<file path="src/hw/rtl/modexp_pkg.sv">
// Shared constants and sequencer state type for the modular exponentiation block.
package modexp_pkg;

   localparam int OPERAND_WIDTH_DEF = 64;

   typedef enum logic [2:0] {
      ST_IDLE,
      ST_REDUCE,
      ST_MULT,
      ST_SQUARE,
      ST_DONE
   } modexp_state_type;

endpackage

</file>
<file path="src/hw/rtl/modular_exponentiation_top.sv">
// Top level of the modular exponentiation block: sequencer, operand registers and result register.
// Computes base^exponent mod modulus by right-to-left square-and-multiply. All modular
// products run through one bit-serial multiplier. An item costs one product to reduce the
// base. Then each exponent bit up to the highest set one costs a multiply when the bit is set
// and a squaring when higher bits remain. Zero to the zero gives 1 whatever the modulus;
// otherwise a modulus of 0 or 1 gives 0, and neither case runs a product. A base divisible
// by the modulus gives 0, and otherwise a zero exponent gives 1. Both finish after the
// reducing product. One item is worked on at a time. The next is taken while a finished
// result waits.
module modular_exponentiation_top #(
   parameter int OPERAND_WIDTH = modexp_pkg::OPERAND_WIDTH_DEF
) (
   input  logic                     clock,
   input  logic                     reset,
   input  logic                     req_valid,
   output logic                     req_stall,
   input  logic [OPERAND_WIDTH-1:0] req_base,
   input  logic [OPERAND_WIDTH-1:0] req_exponent,
   input  logic [OPERAND_WIDTH-1:0] req_modulus,
   output logic                     rsp_valid,
   input  logic                     rsp_stall,
   output logic [OPERAND_WIDTH-1:0] rsp_power_residue
);

   import modexp_pkg::*;

   localparam int W = OPERAND_WIDTH;

   modexp_state_type state_ff, state_in;

   logic         launched_ff, launched_in;
   logic [W-1:0] base_ff, base_in;
   logic [W-1:0] exp_ff, exp_in;
   logic [W-1:0] mod_ff, mod_in;
   logic [W-1:0] sq_ff, sq_in;
   logic [W-1:0] acc_ff, acc_in;
   logic         rsp_valid_ff, rsp_valid_in;
   logic [W-1:0] rsp_power_residue_ff, rsp_power_residue_in;

   logic         req_xfer;
   logic         rsp_free;
   logic         exp_rest_zero;
   logic         mod_trivial;

   logic         mm_start;
   logic [W-1:0] mm_a;
   logic [W-1:0] mm_b;
   logic         mm_done;
   logic [W-1:0] mm_result;

   assign req_xfer      = req_valid && !req_stall;
   assign rsp_free      = !rsp_valid_ff || !rsp_stall;
   assign exp_rest_zero = (exp_ff[W-1:1] == '0);
   assign mod_trivial   = (req_modulus[W-1:1] == '0);

   modexp_mulmod #(
      .W (W)
   ) u_mulmod (
      .clock  (clock),
      .reset  (reset),
      .start  (mm_start),
      .a      (mm_a),
      .b      (mm_b),
      .m      (mod_ff),
      .done   (mm_done),
      .result (mm_result)
   );

   // next state
   always_comb begin
      state_in = state_ff;
      case (state_ff)
         ST_IDLE: begin
            if (req_xfer) begin
               if (req_base == '0 && req_exponent == '0) begin
                  state_in = ST_DONE;
               end else if (mod_trivial) begin
                  state_in = ST_DONE;
               end else begin
                  state_in = ST_REDUCE;
               end
            end
         end
         ST_REDUCE: begin
            if (mm_done) begin
               if (mm_result == '0 || exp_ff == '0) begin
                  state_in = ST_DONE;
               end else if (exp_ff[0]) begin
                  state_in = ST_MULT;
               end else begin
                  state_in = ST_SQUARE;
               end
            end
         end
         ST_MULT: begin
            if (mm_done) begin
               state_in = exp_rest_zero ? ST_DONE : ST_SQUARE;
            end
         end
         ST_SQUARE: begin
            // the shifted exponent is nonzero here
            if (mm_done) begin
               state_in = exp_ff[1] ? ST_MULT : ST_SQUARE;
            end
         end
         ST_DONE: begin
            if (rsp_free) begin
               state_in = ST_IDLE;
            end
         end
         default: state_in = ST_IDLE;
      endcase
   end

   // outputs to the multiplier and the request channel
   always_comb begin
      req_stall = (state_ff != ST_IDLE);
      mm_start  = 1'b0;
      mm_a      = sq_ff;
      mm_b      = sq_ff;
      case (state_ff)
         ST_REDUCE: begin
            mm_start = !launched_ff;
            mm_a     = W'(1);
            mm_b     = base_ff;
         end
         ST_MULT: begin
            mm_start = !launched_ff;
            mm_a     = acc_ff;
            mm_b     = sq_ff;
         end
         ST_SQUARE: begin
            mm_start = !launched_ff;
         end
         default: begin
            mm_start = 1'b0;
         end
      endcase
   end

   // datapath registers
   always_comb begin
      launched_in          = launched_ff;
      base_in              = base_ff;
      exp_in               = exp_ff;
      mod_in               = mod_ff;
      sq_in                = sq_ff;
      acc_in               = acc_ff;
      rsp_valid_in         = rsp_valid_ff && rsp_stall;
      rsp_power_residue_in = rsp_power_residue_ff;

      if (mm_start) begin
         launched_in = 1'b1;
      end
      if (mm_done) begin
         launched_in = 1'b0;
      end

      case (state_ff)
         ST_IDLE: begin
            if (req_xfer) begin
               base_in = req_base;
               exp_in  = req_exponent;
               mod_in  = req_modulus;
               if (req_base == '0 && req_exponent == '0) begin
                  acc_in = W'(1);
               end else begin
                  acc_in = '0;
               end
            end
         end
         ST_REDUCE: begin
            if (mm_done) begin
               sq_in  = mm_result;
               acc_in = (mm_result == '0) ? '0 : W'(1);
            end
         end
         ST_MULT: begin
            if (mm_done) begin
               acc_in = mm_result;
            end
         end
         ST_SQUARE: begin
            if (mm_done) begin
               sq_in  = mm_result;
               exp_in = {1'b0, exp_ff[W-1:1]};
            end
         end
         ST_DONE: begin
            if (rsp_free) begin
               rsp_valid_in         = 1'b1;
               rsp_power_residue_in = acc_ff;
            end
         end
         default: begin
            launched_in = 1'b0;
         end
      endcase
   end

   always_ff @(posedge clock) begin
      if (reset) begin
         state_ff     <= ST_IDLE;
         launched_ff  <= 1'b0;
         rsp_valid_ff <= 1'b0;
      end else begin
         state_ff     <= state_in;
         launched_ff  <= launched_in;
         rsp_valid_ff <= rsp_valid_in;
      end
      base_ff              <= base_in;
      exp_ff               <= exp_in;
      mod_ff               <= mod_in;
      sq_ff                <= sq_in;
      acc_ff               <= acc_in;
      rsp_power_residue_ff <= rsp_power_residue_in;
   end

   assign rsp_valid         = rsp_valid_ff;
   assign rsp_power_residue = rsp_power_residue_ff;

   a_done_in_product_state: assert property (@(posedge clock) disable iff (reset)
      mm_done |-> (state_ff == ST_REDUCE || state_ff == ST_MULT || state_ff == ST_SQUARE))
      else $error("multiplier finished outside a product state");

   a_operands_reduced: assert property (@(posedge clock) disable iff (reset)
      (state_ff == ST_MULT || state_ff == ST_SQUARE) |-> (sq_ff < mod_ff && acc_ff < mod_ff))
      else $error("running operands not reduced below the modulus");

   a_single_launch: assert property (@(posedge clock) disable iff (reset)
      mm_start |=> !mm_start)
      else $error("multiplier launched twice in a row");

   a_launch_idle_unit: assert property (@(posedge clock) disable iff (reset)
      mm_start |-> !launched_ff)
      else $error("multiplier launched while a product is in flight");

endmodule

</file>
<file path="src/hw/rtl/modexp_mulmod.sv">
// Bit-serial modular multiplier: (a * b) mod m by double-and-add, one bit of b per cycle.
module modexp_mulmod #(
   parameter int W = modexp_pkg::OPERAND_WIDTH_DEF
) (
   input  logic         clock,
   input  logic         reset,
   input  logic         start,
   input  logic [W-1:0] a,
   input  logic [W-1:0] b,
   input  logic [W-1:0] m,
   output logic         done,
   output logic [W-1:0] result
);

   localparam int CW = $clog2(W);

   logic          busy_ff, busy_in;
   logic          done_ff, done_in;
   logic [CW-1:0] cnt_ff, cnt_in;
   logic [W-1:0]  acc_ff, acc_in;
   logic [W-1:0]  a_ff, a_in;
   logic [W-1:0]  b_ff, b_in;
   logic [W-1:0]  m_ff, m_in;

   logic [W+1:0]  sum;
   logic [W+1:0]  m1_ext;
   logic [W+1:0]  m2_ext;
   logic [W+1:0]  diff1;
   logic [W+1:0]  diff2;

   // acc and a stay below m, so 2*acc + a stays below 3*m
   always_comb begin
      sum    = {1'b0, acc_ff, 1'b0} + (b_ff[W-1] ? {2'b00, a_ff} : '0);
      m1_ext = {2'b00, m_ff};
      m2_ext = {1'b0, m_ff, 1'b0};
      diff1  = sum - m1_ext;
      diff2  = sum - m2_ext;
   end

   always_comb begin
      busy_in = busy_ff;
      done_in = 1'b0;
      cnt_in  = cnt_ff;
      acc_in  = acc_ff;
      a_in    = a_ff;
      b_in    = b_ff;
      m_in    = m_ff;
      if (start) begin
         busy_in = 1'b1;
         cnt_in  = CW'(W - 1);
         acc_in  = '0;
         a_in    = a;
         b_in    = b;
         m_in    = m;
      end else if (busy_ff) begin
         if (sum >= m2_ext) begin
            acc_in = diff2[W-1:0];
         end else if (sum >= m1_ext) begin
            acc_in = diff1[W-1:0];
         end else begin
            acc_in = sum[W-1:0];
         end
         // advance to the next multiplier bit, MSB first
         b_in   = {b_ff[W-2:0], 1'b0};
         cnt_in = cnt_ff - 1'b1;
         if (cnt_ff == '0) begin
            busy_in = 1'b0;
            done_in = 1'b1;
         end
      end
   end

   always_ff @(posedge clock) begin
      if (reset) begin
         busy_ff <= 1'b0;
         done_ff <= 1'b0;
      end else begin
         busy_ff <= busy_in;
         done_ff <= done_in;
      end
      cnt_ff <= cnt_in;
      acc_ff <= acc_in;
      a_ff   <= a_in;
      b_ff   <= b_in;
      m_ff   <= m_in;
   end

   assign done   = done_ff;
   assign result = acc_ff;

endmodule
</file>
<file path="config.mk">
export PLATFORM = sky130hd
export DESIGN_NAME = modular_exponentiation_top
export DESIGN_NICKNAME = d
export VERILOG_FILES = /design/src/hw/rtl/modexp_pkg.sv /design/src/hw/rtl/modular_exponentiation_top.sv /design/src/hw/rtl/modexp_mulmod.sv
export SDC_FILE = /design/constraint.sdc
export NUM_CORES = 1
export LEC_CHECK = 0
export BUFFER_PORTS_ARGS = -buffer_cell sky130_fd_sc_hd__buf_2
export CAP_MARGIN = 20
export CORE_UTILIZATION = 50
export CTS_BUF_LIST = sky130_fd_sc_hd__clkbuf_4 sky130_fd_sc_hd__clkbuf_8 sky130_fd_sc_hd__clkbuf_16
export DETAILED_ROUTE_END_ITERATION = 10
export GPL_ROUTABILITY_DRIVEN = 0
export PLACE_DENSITY = 0.68
export SYNTH_ARGS = -nofsm -noshare
export SYNTH_HDL_FRONTEND = slang
export SYNTH_SLANG_ARGS = --single-unit
</file>
<file path="constraint.sdc">
create_clock -name clock -period 13.5 [get_ports clock]
set_clock_uncertainty 0.1 [all_clocks]
set_input_delay 4.05 -clock clock [delete_from_list [all_inputs] [get_ports clock]]
set_output_delay 4.05 -clock clock [all_outputs]
set_load 0.03 [all_outputs]
</file>
# Word-level counts from Yosys, hierarchy flattened
# Cells that the tools add are included.
# word_totals
reg_bits	653
inputBits	196
output_inout_bits	66
# classes
addsub	4
order_cmp	2
n_eq_ne	9
mux	35
bitwise	2
reduce_logical	32
# ops
operator	count
$mux 64	11
$logic_not 64->1	4
$pmux 64 s2	2
$pmux 64 s3	1
$sub 64x64->64	2
$logic_not 63->1	2
$add 65x64->66	1
$ge 66x64->1	1
$ge 66x65->1	1
$mux 3	9
$pmux 3 s5	1
$mux 1	11
$reduce_or 3->1	3
$eq 3x2->1 const B	2
$logic_not 6->1	1
$ne 2x1->1 const B	3
$reduce_and 2->1	3
$reduce_bool 3->1	2
$sub 6x1->6 const B	1
$reduce_and 5->1	1
$reduce_or 5->1	1
$logic_not 1->1	4
$ne 2x2->1 const B	2
$reduce_and 4->1	1
other kinds (9)	14

# Longest topological paths before layout
# logic_depth
word_depth	5
mapped_depth	28
mapped_depth_nobuf	25

# By module
# Synthesis repeated with hierarchy kept, for this count alone.
# unflattened
hier_cells	3545
hier_area_um2	37422.1
# by_module_without_submodules
mod	n_inst	cells_each	area_each_um2	seq_area_each_um2
modexp_mulmod	1	2509	22133.7	7206.9
modular_exponentiation_top	1	1036	15288.4	11631.2

# Least setup slack after synthesis
# No wires, ideal clock.
# synth_timing
kind	input-to-reg
start	input port req_valid
end	register exp_ff[0] (enable)
setup_ns	0.398
arrival_ns	8.203
t_required_ns	13.002
path_slack_ns	4.799
cell_stages	2
path_buffers	0
path_cell_list	and2_1 -> a31o_2
# synth_between
elab_chain_len	3
# synth_rtl
element	line_no	rtl
start, declared	modular_exponentiation_top.sv:15	input logic req_valid,
$logic_and 1x1->1	modular_exponentiation_top.sv:51	assign req_xfer = req_valid && !req_stall;
$ne 2x2->1 (no line)	n/a	
$reduce_and 3->1 (no line)	n/a	
end signal, assigned	modular_exponentiation_top.sv:212	exp_ff <= exp_in;
end, declared	modular_exponentiation_top.sv:33	logic [W-1:0] exp_ff, exp_in;
# Every way passes these cells.
# A chain may end at the register's enable or synchronous reset.

# Worst setup path after layout
# layout_timing
start	register u_mulmod.b_ff[63]
end	register u_mulmod.acc_ff[62] (netlist: u_mulmod.result[62])
# layout_between
elab_chain_len	5
elab_cells_between_ends	8
# layout_rtl
element	line_no	rtl
start, declared	modexp_mulmod.sv:22	logic [W-1:0] b_ff, b_in;
start signal, assigned	modexp_mulmod.sv:84	b_ff <= b_in;
$mux 64 (*)	modexp_mulmod.sv:33	sum = {1'b0, acc_ff, 1'b0} + (b_ff[W-1] ? {2'b00, a_ff} : '0);
$add 65x64->66 (*)	modexp_mulmod.sv:33	
$sub 64x64->64 / $ge 66x64->1 (equally long branches)	modexp_mulmod.sv:36, modexp_mulmod.sv:58	
$mux 64	modexp_mulmod.sv:58	end else if (sum >= m1_ext) begin
$mux 64 (*)	modexp_mulmod.sv:56	if (sum >= m2_ext) begin
end signal, assigned	modexp_mulmod.sv:82	acc_ff <= acc_in;
end, declared	modexp_mulmod.sv:20	logic [W-1:0] acc_ff, acc_in;
# Every way passes the cells marked *; elsewhere a longest branch is shown, timed or not.

==> out/results.tsv <==
metric	value	unit
outcome	completed	
R2R cell count	23	
delay of the slowest cell on the worst path	1010	ps
Setup Crit Path Kind	flip-flop to flip-flop	
CP dominant cell by count	o31ai_1	
synth warn	0	
worst r2r src	u_mulmod.b_ff[63]$_DFFE_PP_	
Synth area leader	edfxtp_1	
synth top area cells	edfxtp_1 47%, ha_1 6.6%, dfxtp_1 4.2%	
first-pass GRT wire length	159600	um
WP buf/inv	2	
commonest non-fill, non-tap cells in the layout	576 x edfxtp_1, 400 x nand2_1, 266 x a21oi_1	
average cell area after synthesis	10.47	um2
Worst Tran Pin Value	1166	ps
Routed WL per cell	22.58	um
Synth async-reset ratio	0	
largest net degree at the start of global routing	118	
# setup viols final	0	
Tmin final	9087	ps
post-route cell area	41260	um2
Comb pwr share	0.564	
CTS tree	done	
Max IR drop VDD	196.4	uV
layout cells sized above 1	0.1337	
Core Region	72960	um2
post-synthesis cell area	36830	um2
fmax	110.0	MHz
1st-pass router iterations	8	
CP cell instances	buf_4 -> and2_1 -> ha_1 -> nand4_1 -> nor2_1 -> nand3_1 -> o31ai_1 -> a41oi_1 -> o31ai_1 -> xor2_1 -> ha_1 -> nand4_1 -> nor4_1 -> nand2_1 -> a2111oi_0 -> o31ai_1 -> a21oi_1 -> o2111a_1 -> nor3_4 -> buf_4 -> nor2_1 -> a22oi_1 -> nand3_1	
cts bufs inserted	70	
vias in the first global route	26761	
Antenna diodes	0	
ANT nets after route	0	
Reg2Reg Capture Point	u_mulmod.result[62]$_SDFFE_PP0P_	
Hold Vio Cnt, Final	0	
switching share of power	0.4636	
Stages on worst setup path	23	
r2r setup slk	4410	ps
number of flops mapped to enable cells by yosys	576	
post-DP HPWL	80480	um
CTS Root Cell	clkbuf_16	
clock net sink count	653	
top cell family by delay on the critical path	compound AO/OA/AOI/OAI gates	
CP Launch Point	u_mulmod.b_ff[63]$_DFFE_PP_	
NetSw	0.005145	W
Worst EP required	13970	ps
Post-Syn Instances	3519	
Syn-to-layout area delta	12.00	%
Crit Path Max Fanout	65	
flops & latches, synth	653	
Worst EP arrival	9560	ps
startpoint types	flip-flop	
post-CTS setup buffer count	0	
Max Cap Violations	0	
remaining global-route overflow	0	
fill count	6331	
antenna violations before repair	0	
gr usage total	0.2800	
die area	74760	um2
Power Density	269.0	nW/um2
Die Ht	273.4	um
total routed wirelength	107000	um
DP Area	38960	um2
CTS H-tree depth	3	
IO Pins	262	
sequential fraction of design power	0.263	
DRC violations left	0	
CTS Hold Buffers Added	0	
CP Capture Type	flip-flop	
Chip Width	273.4	um
slowest CP cell	a2111oi_0	
iteration-0 DRC count of the detailed router	3302	
port bufs	261	
Post-synth top flop	edfxtp_1	
Avg Vias per Cell	6.190	
post-synthesis sequential area ratio	0.5114	
final period utilization	0.6731	
relative slew slack	0.2158	
CTS max path bufs	3	
final net count	4114	
post-CTS resize count	0	
worst skew pair latency	630	ps
Row Count	99	
post-synth cell types	90	
via count	29323	
Final Slew Violations	0	
LEAKAGE	16.08	nW
Synth top area share	0.4696	
crit path to	u_mulmod.result[62]$_SDFFE_PP0P_	
Syn Nets	3911	
worst min path class	flip-flop to flip-flop	
Initial Util	0.5049	
Setup TNS Final	0	ps
Internal	0.005954	W
commonest non-fill, non-tap cell in the layout	edfxtp_1	
RSZ-0062 raised after global routing	false	
Reg clk slew, reported paths	60	ps
Clk pwr share	0.174	
-- cell families (layout without fill, tap and decap cells) --
kind of cell               count (synthesis)  in the layout  synth area share
AOI/OAI and AO/OA                        991            991            0.1717
xor gates and xnor gates                 173            173           0.04114
adders and majority gates                196            196           0.06719
buffers and inverters                    299            558           0.03210
DFF                                      653            653            0.5114
muxes                                    106            106           0.03101
and+or+nand+nor                         1101           1101            0.1455
-- power by group through the flow --
stage | Sequential, W | Clock (W) | Combinational (W)
5_1_grt | 0.00294 | 0.00204 | 0.00669
6_report | 0.00291 | 0.00193 | 0.00625
3_5_place_dp | 0.00294 | 0 | 0.00598
2_1_floorplan | 0.00283 | 0 | 0.00442
3_3_place_gp | 0.00294 | 0 | 0.00596
4_1_cts | 0.00291 | 0.00196 | 0.00601
-- synth_stat cells (all sizes together), types with 94 or more instances --
master / instances
edfxtp: 576
nand2: 402
a21oi: 267
o21ai: 233
nor2: 194
ha: 193
and2: 145
inv: 142
clkbuf: 139
xnor2: 113
nor4: 96
a31oi: 95
a21o: 94
-- metrics by stage --
stage / hold slack [ps] / utilization / instances / power [W] / setup slack [ps]
after global placement: 301.4 / 0.5339 / 4609 / 0.008902 / 4937
after floorplan: 300.3 / - / 3519 / 0.007255 / 4799
after CTS: 314.5 / 0.5655 / 4737 / 0.01088 / 4883
after global routing: 320.2 / 0.5655 / 4737 / 0.01167 / 4277
final: 313.4 / 0.5655 / 4737 / 0.01110 / 4413
after detailed placement: 304.5 / 0.5339 / 4609 / 0.008920 / 4934
-- state kept, by name, indices dropped and copies added, names as in the netlist --
signal,flops
rsp_power_residue,64
launched_ff,1
sq_ff,64
exp_ff,64
state_ff,3
u_mulmod.result,64
u_mulmod.done,1
u_mulmod.m_ff,64
base_ff,64
u_mulmod.cnt_ff,6
u_mulmod.a_ff,64
mod_ff,64
u_mulmod.busy_ff,1
rsp_valid,1
acc_ff,64
u_mulmod.b_ff,64
-- worst reg2reg max path: cells and delay by family, from the launching register on --
family | cells | cell delay [ps]
xor gates and xnor gates | 1 | 610
adders and majority gates | 2 | 800
AOI/OAI and AO/OA | 8 | 3620
DFF | 1 | 350
and+or+nand+nor | 10 | 2940
buffers and inverters | 2 | 610
-- cell type report --
type,count,area (um2),area share
well taps,959,1200,0.02908
clock buffers,81,1841,0.04461
repair buffers,287,1501,0.03639
clock inverters,47,459.2,0.01113
multi-input cells,2567,16870,0.4090
inverters,143,544.3,0.01319
flip-flops and latches,653,18840,0.4566
-- per-layer routing --
metal | up-vias | track usage | wire, um
met2 | 1452 | 0.4051 | 45140
met1 | 14030 | 0.4249 | 48140
met3 | 188 | 0.04825 | 10300
met5 | - | 0 | 0
li1 | 13653 | - | -
met4 | 0 | 0.08630 | 3380
-- how the worst min path moves through the flow --
stage | from | slack (ps) | endpoint | cells past startpoint
after floorplan | mod_ff[0]$_DFFE_PP_ | 300 | u_mulmod.m_ff[0]$_DFFE_PP_ | 0
after global placement | mod_ff[22]$_DFFE_PP_ | 300 | u_mulmod.m_ff[22]$_DFFE_PP_ | 0
after detailed placement | mod_ff[31]$_DFFE_PP_ | 300 | u_mulmod.m_ff[31]$_DFFE_PP_ | 0
after CTS | mod_ff[50]$_DFFE_PP_ | 310 | u_mulmod.m_ff[50]$_DFFE_PP_ | 0
after global routing | mod_ff[21]$_DFFE_PP_ | 320 | u_mulmod.m_ff[21]$_DFFE_PP_ | 0
final | mod_ff[21]$_DFFE_PP_ | 310 | u_mulmod.m_ff[21]$_DFFE_PP_ | 0
(Power assumes the default switching activity.)
